`config.mk`:
```
export PLATFORM = sky130hd
export DESIGN_NAME = extended_gcd_bezout
export DESIGN_NICKNAME = d
export VERILOG_FILES = /design/src/hw/rtl/egcd_pkg.sv /design/src/hw/rtl/extended_gcd_bezout.sv /design/src/hw/rtl/egcd_div.sv /design/src/hw/rtl/egcd_datapath.sv /design/src/hw/rtl/egcd_ctrl.sv
export SDC_FILE = /design/constraint.sdc
export NUM_CORES = 2
export LEC_CHECK = 0
export ABC_AREA = 1
export BUFFER_PORTS_ARGS = -buffer_cell sky130_fd_sc_hd__buf_2
export CAP_MARGIN = 20
export CORE_MARGIN = 2
export CORE_UTILIZATION = 40
export DETAILED_ROUTE_END_ITERATION = 6
export HOLD_SLACK_MARGIN = 0.03
export PLACE_DENSITY = 0.61
export SYNTH_ARGS = -nofsm -noshare
export SYNTH_HDL_FRONTEND = slang
export SYNTH_SLANG_ARGS = --single-unit
export TNS_END_PERCENT = 30
```
`constraint.sdc`:
```
create_clock -name clock -period 17.65 [get_ports clock]
set_input_delay 0.8825 -clock clock [delete_from_list [all_inputs] [get_ports clock]]
set_output_delay 0.8825 -clock clock [all_outputs]
set_load 0.02 [all_outputs]
```
`src/hw/rtl/egcd_pkg.sv`:
```
// ----------------------------------------------------------------------------
// egcd_pkg
// Shared widths, transaction types and controller command/status structs
// for the extended GCD block.
// ----------------------------------------------------------------------------
package egcd_pkg;

   localparam int DataWidth = 32;
   localparam int CntWidth  = $clog2(DataWidth);

   typedef logic [DataWidth-1:0] word_type;

   typedef struct packed {
      word_type operand_a;
      word_type operand_b;
   } egcd_req_type;

   typedef struct packed {
      word_type coef_a;
      word_type coef_b;
      word_type gcd_value;
      logic     input_invalid;
   } egcd_rsp_type;

   // Commands from controller to datapath
   typedef struct packed {
      logic load;
      logic div_init;
      logic div_step;
      logic mul_s;
      logic mul_t;
      logic update;
      logic finish;
   } egcd_cmd_type;

   // Status from datapath to controller
   typedef struct packed {
      logic invalid;
      logic dvs_zero;
   } egcd_sts_type;

endpackage

```
`src/hw/rtl/extended_gcd_bezout.sv`:
```
// ----------------------------------------------------------------------------
// extended_gcd_bezout
// Extended Euclid: gcd g and coefficients s, t with s*a + t*b = g.
// ----------------------------------------------------------------------------
// Usage:
//   Drive req_data and raise start; the transaction is taken on the edge
//   where start is high and busy is low. busy then stays high until the
//   result is produced. The result sits on rsp_data for one cycle with
//   rsp_valid high; the receiver cannot stall and must take it then.
//   Each Euclid step is one bit-serial division, two products on the
//   shared multiplier, one update and one divisor check; at most about 46
//   steps. An operand equal to the most negative value is flagged on
//   input_invalid with zero coefficients and gcd.
//   One transaction at a time: a new start can be taken in the same cycle the
//   previous result is shown.
//   Synchronous reset returns the controller to idle and drops any
//   transaction in flight; no result is produced for it.
// ----------------------------------------------------------------------------
module extended_gcd_bezout import egcd_pkg::*; (
   input  logic         clock,
   input  logic         reset,
   input  logic         start,
   output logic         busy,
   input  egcd_req_type req_data,
   output logic         rsp_valid,
   output egcd_rsp_type rsp_data
);

   egcd_cmd_type cmd;
   egcd_sts_type sts;

   egcd_ctrl u_ctrl (
      .clock    (clock),
      .reset    (reset),
      .start    (start),
      .sts      (sts),
      .cmd      (cmd),
      .busy     (busy),
      .rsp_valid(rsp_valid)
   );

   egcd_datapath u_dp (
      .clock   (clock),
      .cmd     (cmd),
      .req_data(req_data),
      .sts     (sts),
      .rsp_data(rsp_data)
   );

   // Results never come back to back
   assert property (@(posedge clock) disable iff (reset)
      rsp_valid |=> !rsp_valid)
      else $error("back-to-back result strobes");

   // A result is shown only once the controller is idle again
   assert property (@(posedge clock) disable iff (reset)
      rsp_valid |-> !busy)
      else $error("result strobe while busy");

   // An accepted transaction makes the block busy
   assert property (@(posedge clock) disable iff (reset)
      (start && !busy) |=> busy)
      else $error("accepted transaction did not raise busy");

   // Flagged input returns all zeros
   assert property (@(posedge clock) disable iff (reset)
      (rsp_valid && rsp_data.input_invalid) |->
         (rsp_data.coef_a == '0 && rsp_data.coef_b == '0 && rsp_data.gcd_value == '0))
      else $error("invalid input result not zero");

endmodule

```
`src/hw/rtl/egcd_div.sv`:
```
// ----------------------------------------------------------------------------
// egcd_div
// Restoring unsigned divider: one quotient bit per step, DataWidth steps.
// ----------------------------------------------------------------------------
module egcd_div import egcd_pkg::*; (
   input  logic     clock,
   input  logic     init,
   input  logic     step,
   input  word_type dividend_mag,
   input  word_type divisor_mag,
   output word_type quotient,
   output word_type remainder
);

   word_type             rem_ff, rem_in;
   word_type             quo_ff, quo_in;
   logic [DataWidth:0]   trial;

   // Shift in next dividend bit and try to subtract the divisor
   always_comb begin
      trial  = {rem_ff, quo_ff[DataWidth-1]} - {1'b0, divisor_mag};
      rem_in = rem_ff;
      quo_in = quo_ff;
      if (init) begin
         rem_in = '0;
         quo_in = dividend_mag;
      end else if (step) begin
         if (trial[DataWidth]) begin
            rem_in = {rem_ff[DataWidth-2:0], quo_ff[DataWidth-1]};
            quo_in = {quo_ff[DataWidth-2:0], 1'b0};
         end else begin
            rem_in = trial[DataWidth-1:0];
            quo_in = {quo_ff[DataWidth-2:0], 1'b1};
         end
      end
   end

   always_ff @(posedge clock) begin
      rem_ff <= rem_in;
      quo_ff <= quo_in;
   end

   assign quotient  = quo_ff;
   assign remainder = rem_ff;

endmodule

```
`src/hw/rtl/egcd_datapath.sv`:
```
// ----------------------------------------------------------------------------
// egcd_datapath
// Euclid pair, Bezout coefficient registers, shared multiplier and the
// result register. Steered by the controller's command struct.
// ----------------------------------------------------------------------------
module egcd_datapath import egcd_pkg::*; (
   input  logic         clock,
   input  egcd_cmd_type cmd,
   input  egcd_req_type req_data,
   output egcd_sts_type sts,
   output egcd_rsp_type rsp_data
);

   localparam word_type MinValue = {1'b1, {(DataWidth-1){1'b0}}};
   localparam word_type OneValue = word_type'(1);

   word_type dvd_ff, dvd_in;
   word_type dvs_ff, dvs_in;
   word_type s0_ff, s0_in, s1_ff, s1_in;
   word_type t0_ff, t0_in, t1_ff, t1_in;
   word_type a_ff, a_in;
   logic     rev_ff, rev_in;
   logic     inv_ff, inv_in;
   word_type prod_ff, prod_in;
   word_type ns_ff, ns_in;
   egcd_rsp_type rsp_ff, rsp_in;

   word_type dvd_mag, dvs_mag, quo, rem, q_signed, r_signed, mul_b;
   logic [2*DataWidth-1:0] mul_full;
   word_type sa, tb;

   // Magnitudes for the unsigned divider
   assign dvd_mag = dvd_ff[DataWidth-1] ? (~dvd_ff + OneValue) : dvd_ff;
   assign dvs_mag = dvs_ff[DataWidth-1] ? (~dvs_ff + OneValue) : dvs_ff;

   egcd_div u_div (
      .clock       (clock),
      .init        (cmd.div_init),
      .step        (cmd.div_step),
      .dividend_mag(dvd_mag),
      .divisor_mag (dvs_mag),
      .quotient    (quo),
      .remainder   (rem)
   );

   // Restore truncating-division signs
   assign q_signed = (dvd_ff[DataWidth-1] ^ dvs_ff[DataWidth-1]) ? (~quo + OneValue) : quo;
   assign r_signed = dvd_ff[DataWidth-1] ? (~rem + OneValue) : rem;

   // Shared multiplier, low word only (coefficients wrap modulo 2^DataWidth)
   assign mul_b    = cmd.mul_t ? t1_ff : s1_ff;
   assign mul_full = {{DataWidth{1'b0}}, q_signed} * {{DataWidth{1'b0}}, mul_b};

   // Pick coefficients for the result, with the special cases on g = +/-a
   always_comb begin
      sa = rev_ff ? t0_ff : s0_ff;
      tb = rev_ff ? s0_ff : t0_ff;
      if (dvd_ff == a_ff) begin
         sa = OneValue;
         tb = '0;
      end
      if (dvd_ff == (~a_ff + OneValue)) begin
         sa = '1;
         tb = '0;
      end
   end

   // Next-state logic for all datapath registers
   always_comb begin
      dvd_in  = dvd_ff;
      dvs_in  = dvs_ff;
      s0_in   = s0_ff;
      s1_in   = s1_ff;
      t0_in   = t0_ff;
      t1_in   = t1_ff;
      a_in    = a_ff;
      rev_in  = rev_ff;
      inv_in  = inv_ff;
      prod_in = prod_ff;
      ns_in   = ns_ff;
      rsp_in  = rsp_ff;
      if (cmd.load) begin
         a_in   = req_data.operand_a;
         inv_in = (req_data.operand_a == MinValue) || (req_data.operand_b == MinValue);
         rev_in = $signed(req_data.operand_a) < $signed(req_data.operand_b);
         dvs_in = rev_in ? req_data.operand_a : req_data.operand_b;
         dvd_in = rev_in ? req_data.operand_b : req_data.operand_a;
         s0_in  = OneValue;
         s1_in  = '0;
         t0_in  = '0;
         t1_in  = OneValue;
      end
      if (cmd.mul_s || cmd.mul_t) begin
         prod_in = mul_full[DataWidth-1:0];
      end
      if (cmd.mul_t) begin
         ns_in = s0_ff - prod_ff;
      end
      if (cmd.update) begin
         s0_in  = s1_ff;
         s1_in  = ns_ff;
         t0_in  = t1_ff;
         t1_in  = t0_ff - prod_ff;
         dvd_in = dvs_ff;
         dvs_in = r_signed;
      end
      if (cmd.finish) begin
         if (inv_ff) begin
            rsp_in = '{coef_a: '0, coef_b: '0, gcd_value: '0, input_invalid: 1'b1};
         end else begin
            rsp_in = '{coef_a: sa, coef_b: tb, gcd_value: dvd_ff, input_invalid: 1'b0};
         end
      end
   end

   always_ff @(posedge clock) begin
      dvd_ff  <= dvd_in;
      dvs_ff  <= dvs_in;
      s0_ff   <= s0_in;
      s1_ff   <= s1_in;
      t0_ff   <= t0_in;
      t1_ff   <= t1_in;
      a_ff    <= a_in;
      rev_ff  <= rev_in;
      inv_ff  <= inv_in;
      prod_ff <= prod_in;
      ns_ff   <= ns_in;
      rsp_ff  <= rsp_in;
   end

   assign sts.invalid  = inv_ff;
   assign sts.dvs_zero = (dvs_ff == '0);
   assign rsp_data     = rsp_ff;

endmodule

```
`src/hw/rtl/egcd_ctrl.sv`:
```
// ----------------------------------------------------------------------------
// egcd_ctrl
// Sequencer: load, then per Euclid step a full division, two multiplies
// and an update, until the divisor reaches zero.
// ----------------------------------------------------------------------------
module egcd_ctrl import egcd_pkg::*; (
   input  logic         clock,
   input  logic         reset,
   input  logic         start,
   input  egcd_sts_type sts,
   output egcd_cmd_type cmd,
   output logic         busy,
   output logic         rsp_valid
);

   localparam logic [2:0] StIdle  = 3'd0;
   localparam logic [2:0] StCheck = 3'd1;
   localparam logic [2:0] StDiv   = 3'd2;
   localparam logic [2:0] StMulS  = 3'd3;
   localparam logic [2:0] StMulT  = 3'd4;
   localparam logic [2:0] StUpd   = 3'd5;
   localparam logic [2:0] StFin   = 3'd6;

   localparam logic [CntWidth-1:0] LastStep = CntWidth'(DataWidth - 1);

   logic [2:0]          state_ff, state_in;
   logic [CntWidth-1:0] cnt_ff, cnt_in;
   logic                valid_ff, valid_in;

   // Advance the sequence and issue commands
   always_comb begin
      state_in = state_ff;
      cnt_in   = cnt_ff;
      cmd      = '0;
      case (state_ff)
         StIdle: begin
            if (start) begin
               cmd.load = 1'b1;
               state_in = StCheck;
            end
         end
         StCheck: begin
            if (sts.invalid || sts.dvs_zero) begin
               state_in = StFin;
            end else begin
               cmd.div_init = 1'b1;
               cnt_in       = '0;
               state_in     = StDiv;
            end
         end
         StDiv: begin
            cmd.div_step = 1'b1;
            cnt_in       = cnt_ff + 1'b1;
            if (cnt_ff == LastStep) begin
               state_in = StMulS;
            end
         end
         StMulS: begin
            cmd.mul_s = 1'b1;
            state_in  = StMulT;
         end
         StMulT: begin
            cmd.mul_t = 1'b1;
            state_in  = StUpd;
         end
         StUpd: begin
            cmd.update = 1'b1;
            state_in   = StCheck;
         end
         StFin: begin
            cmd.finish = 1'b1;
            state_in   = StIdle;
         end
         default: begin
            state_in = StIdle;
         end
      endcase
      valid_in = (state_ff == StFin);
   end

   always_ff @(posedge clock) begin
      if (reset) begin
         state_ff <= StIdle;
         cnt_ff   <= '0;
         valid_ff <= 1'b0;
      end else begin
         state_ff <= state_in;
         cnt_ff   <= cnt_in;
         valid_ff <= valid_in;
      end
   end

   assign busy      = (state_ff != StIdle);
   assign rsp_valid = valid_ff;

endmodule

```
==> results_tabular.tex <==
\begin{tabular}{lr}
\hline
Metric & Value \\
\hline
\multicolumn{2}{l}{\textbf{Outcome}} \\
Outcome & complete, but fails checks \\
Failing checks & DRC \\
\multicolumn{2}{l}{\textbf{Critical path}} \\
Worst-path fanout max & 46 \\
Startpoint kind of the worst setup timing path & flip-flop \\
Critical path class & reg -> reg \\
Worst endpoint required time & 17,990 ps \\
Type of element capturing the critical path & flip-flop \\
Data arrival time of the critical path & 10,030 ps \\
Worst R2R Path Depth & 27 \\
\multicolumn{2}{l}{\textbf{Synth}} \\
Count of cell types in the netlist & a little over 60 \\
Leading area contributor after synthesis & sky130\_fd\_sc\_hd\_\_edfxtp\_1 \\
Largest cells by area after synthesis & sky130\_fd\_sc\_hd\_\_edfxtp\_1 28\%, sky130\_fd\_sc\_hd\_\_fa\_1 18\%, sky130\_fd\_sc\_hd\_\_nand2\_1 10\%, sky130\_fd\_sc\_hd\_\_inv\_1 8.4\%, sky130\_fd\_sc\_hd\_\_ha\_1 7.2\% \\
Post-Synthesis Cell Area & 0.04456 mm2 \\
Register bit total from synthesis & 460 \\
Number of enable flip-flop cells after synthesis & around 420 \\
Area share of the largest cell type after synthesis & 0.2824 \\
Synthesized Nets & 6,262 \\
Number of standard cells after synthesis & 5,529 \\
Most common cell in the netlist & sky130\_fd\_sc\_hd\_\_nand2\_1 \\
Async SR Flop Fraction & 0 \\
Mean instance size in the synthesized netlist & 8.059 um2 \\
Sequential element share of the synthesized area & 0.3008 \\
Yosys Warn Count & 0 \\
Synth cell count leaders & 1,192 x sky130\_fd\_sc\_hd\_\_nand2\_1, 997 x sky130\_fd\_sc\_hd\_\_inv\_1, 690 x sky130\_fd\_sc\_hd\_\_nor2\_1 \\
Main flop type after synthesis & sky130\_fd\_sc\_hd\_\_edfxtp\_1 \\
\multicolumn{2}{l}{\textbf{Clock tree}} \\
Insertion delay of the later-clocked pin in the worst-skew pair & 640 ps \\
Root Buffer & sky130\_fd\_sc\_hd\_\_clkbuf\_16 \\
CTS tree & built \\
Clock buffer count from CTS & 50 \\
Clock slew at the register clock pins of the worst setup and hold paths & 60 ps \\
Post CTS Setup Buffer Count & 0 \\
Total clock sinks & 460 \\
Number of resized instances in the post-cts repair step & 0 \\
Number of buffers between clock root and the deepest sink & 3 \\
\# hold bufs at CTS & 0 \\
\# H-tree levels & 2 \\
\multicolumn{2}{l}{\textbf{Final layout}} \\
Filler cell count in the final layout & 11,180 \\
Multi-input combinational cell area & 0.02670 mm2 \\
Layout cells sized above 1 & 0.06734 \\
Final net count & 6,365 \\
Synthesis-to-finish area growth & 9.371\% \\
Sequential standard cell area & 0.01340 mm2 \\
\multicolumn{2}{l}{\textbf{Timing}} \\
Min Tclk post-route & roughly 9700 ps \\
Setup repair after global routing missed its margin & false \\
Max-slew violations & 0 \\
Slew Limit Headroom & 0.3266 \\
Highest achievable clock rate & 0.1032 GHz \\
Measured slew at the worst slew-check pin & 1009 ps \\
Period Utilization, post-route & 0.5489 \\
Post-route setup TNS & 0 ps \\
Final Setup Violations & 0 \\
Final-report hold violation count & 0 \\
Clock Skews & 51.75 ps \\
\multicolumn{2}{l}{\textbf{Floorplan}} \\
\# IOs & 166 \\
Overall die area & 0.1141 mm2 \\
Initial Utilization & 0.4032 \\
Die Wd & 337.8 um \\
Num rows & 122 \\
Core Footprint & 0.1105 mm2 \\
Die span in y & $\sim$340 um \\
\multicolumn{2}{l}{\textbf{Detailed routing}} \\
Number of vias per cell & 5.192 \\
Vias post-DR & 37,190 \\
Number of DRC markers after the initial detailed-route iteration & 3,142 \\
Overall routed net length & between 100 and 150 mm \\
DRC violations left & 2 \\
Wirelength per Cell & 19.38 um \\
ANT nets after route & 0 \\
Iteration count of the initial detailed-routing pass & 7 \\
\multicolumn{2}{l}{\textbf{Min path}} \\
Class of the tightest hold or removal check & reg -> reg \\
Hold depth & 2 \\
\multicolumn{2}{l}{\textbf{Global route}} \\
Remaining Overflow, GRT & 0 \\
Wire length of the first global-routing pass & 213.1 mm \\
Pin count of the biggest net entering global routing & 121 \\
Initial antenna violation count & 3 \\
All-layer global routing usage & 0.2442 \\
Vias in the first global route & $\sim$37,000 \\
\multicolumn{2}{l}{\textbf{Place}} \\
Routability-driven placement congestion ratio & 0.9794 \\
Detailed Place HPWL & between 100 and 150 mm \\
Number of buffers inserted by port buffering & between 150 and 200 \\
\multicolumn{2}{l}{\textbf{Run}} \\
MaxCap Viol Count & 0 \\
\hline
\end{tabular}
-- kinds of logic after synthesis --
family          synth area share
buf+inv                   0.1017
flops                     0.3008
fa+ha+maj                 0.2563
compound gates           0.07854
simple gates              0.2193
xor+xnor                 0.04347
-- cell usage in the layout, fill, tap and decap left out, types with 9 or more instances in the layout --
cell type	instances
sky130_fd_sc_hd__a21oi_1	248
sky130_fd_sc_hd__a31oi_1	10
sky130_fd_sc_hd__buf_2	165
sky130_fd_sc_hd__buf_4	47
sky130_fd_sc_hd__clkbuf_16	50
sky130_fd_sc_hd__clkinv_1	20
sky130_fd_sc_hd__dfxtp_1	41
sky130_fd_sc_hd__edfxtp_1	419
sky130_fd_sc_hd__fa_1	411
sky130_fd_sc_hd__ha_1	255
sky130_fd_sc_hd__inv_1	997
sky130_fd_sc_hd__inv_2	9
sky130_fd_sc_hd__nand2_1	1189
sky130_fd_sc_hd__nand2_2	14
sky130_fd_sc_hd__nand3_1	275
sky130_fd_sc_hd__nand3b_1	17
sky130_fd_sc_hd__nand4_1	44
sky130_fd_sc_hd__nor2_1	688
sky130_fd_sc_hd__nor2_2	18
sky130_fd_sc_hd__nor3_1	47
sky130_fd_sc_hd__nor4_1	36
sky130_fd_sc_hd__o211ai_1	13
sky130_fd_sc_hd__o21a_1	23
sky130_fd_sc_hd__o21ai_0	248
sky130_fd_sc_hd__o21ai_1	24
sky130_fd_sc_hd__o21ai_2	13
sky130_fd_sc_hd__o21bai_1	12
sky130_fd_sc_hd__or2_2	11
sky130_fd_sc_hd__xnor2_1	62
sky130_fd_sc_hd__xor2_1	156
-- registers in the layout, indices dropped and copies added, names as in the netlist, 5 cells and up --
register              count
u_dp.ns_ff               32
u_dp.a_ff                32
u_ctrl.cnt_ff             5
u_dp.t1_ff               32
u_dp.u_div.quotient      32
u_dp.dvs_ff              32
u_dp.s0_ff               32
u_dp.s1_ff               32
u_dp.u_div.remainder     32
u_dp.prod_ff             32
u_dp.rsp_data            97
u_dp.dvd_ff              32
u_dp.t0_ff               32
-- path summary, 6_finish.rpt --
path | start | to | slack, ps
worst max register to register | u_dp.dvs_ff[31]$_DFFE_PP_ | u_dp.prod_ff[30]$_DFFE_PN_ | 7960
worst min-delay path | u_ctrl.cnt_ff[4]$_SDFFE_PP0P_ | u_ctrl.cnt_ff[4]$_SDFFE_PP0P_ | 470
worst max-delay path | u_dp.dvs_ff[31]$_DFFE_PP_ | u_dp.prod_ff[30]$_DFFE_PN_ | 7960
worst min register to register | u_ctrl.cnt_ff[4]$_SDFFE_PP0P_ | u_ctrl.cnt_ff[4]$_SDFFE_PP0P_ | 470
-- stage by stage --
stage	util	cells	worst slack (ps)	cell area, um2	hold slack (ps)
after floorplan	-	5529	2343	44560	441.1
after global routing	0.4409	7161	7517	48730	490.2
after CTS	0.4405	7159	8099	48680	468.5
after detailed placement	0.4252	7066	8125	46990	459.4
after global placement	0.4250	7065	8141	46970	450.5
final	0.4409	7162	7961	48730	469.9
-- routing by layer --
metal / share of wire / global-route usage / vias up
li1: - / - / 17670
met1: 0.40 / 0.3026 / 17930
met2: 0.50 / 0.4329 / 1296
met3: 0.067 / 0.03579 / 284
met4: 0.039 / 0.08274 / 2
met5: 0.000094 / 0 / -
-- final cells by class --
| cell class | instances | area share |
|---|---|---|
| diodes | 1 | 0.00005135 |
| well taps | 1488 | 0.03820 |
| clock buffers | 58 | 0.02629 |
| multi-input cells | 3886 | 0.5479 |
| clock inverters | 35 | 0.008396 |
| flip-flops and latches | 460 | 0.2750 |
| inverters | 1019 | 0.07859 |
| repair buffers | 215 | 0.02557 |
-- worst max-delay path, stage by stage, from the launching register on --
cell	delay [ps]
sky130_fd_sc_hd__edfxtp_1	820
sky130_fd_sc_hd__inv_2	280
sky130_fd_sc_hd__nand2_1	140
sky130_fd_sc_hd__nand2_2	220
sky130_fd_sc_hd__inv_2	580
sky130_fd_sc_hd__nand2_1	150
sky130_fd_sc_hd__o21ai_0	110
sky130_fd_sc_hd__nand2_1	60
sky130_fd_sc_hd__nand2_1	490
sky130_fd_sc_hd__clkinv_1	590
sky130_fd_sc_hd__nand2_1	200
sky130_fd_sc_hd__fa_1	450
sky130_fd_sc_hd__fa_1	520
sky130_fd_sc_hd__fa_1	550
sky130_fd_sc_hd__fa_1	520
sky130_fd_sc_hd__inv_1	50
sky130_fd_sc_hd__fa_1	570
sky130_fd_sc_hd__fa_1	490
sky130_fd_sc_hd__fa_1	530
sky130_fd_sc_hd__fa_1	410
sky130_fd_sc_hd__ha_1	400
sky130_fd_sc_hd__a21oi_1	270
sky130_fd_sc_hd__inv_1	70
sky130_fd_sc_hd__a21oi_1	180
sky130_fd_sc_hd__inv_1	70
sky130_fd_sc_hd__a221oi_1	250
sky130_fd_sc_hd__o21ai_0	190
sky130_fd_sc_hd__xor2_1	210
Power is not shown: default switching activity piles up to over one toggle a cycle in this logic, so the estimate is an artifact.
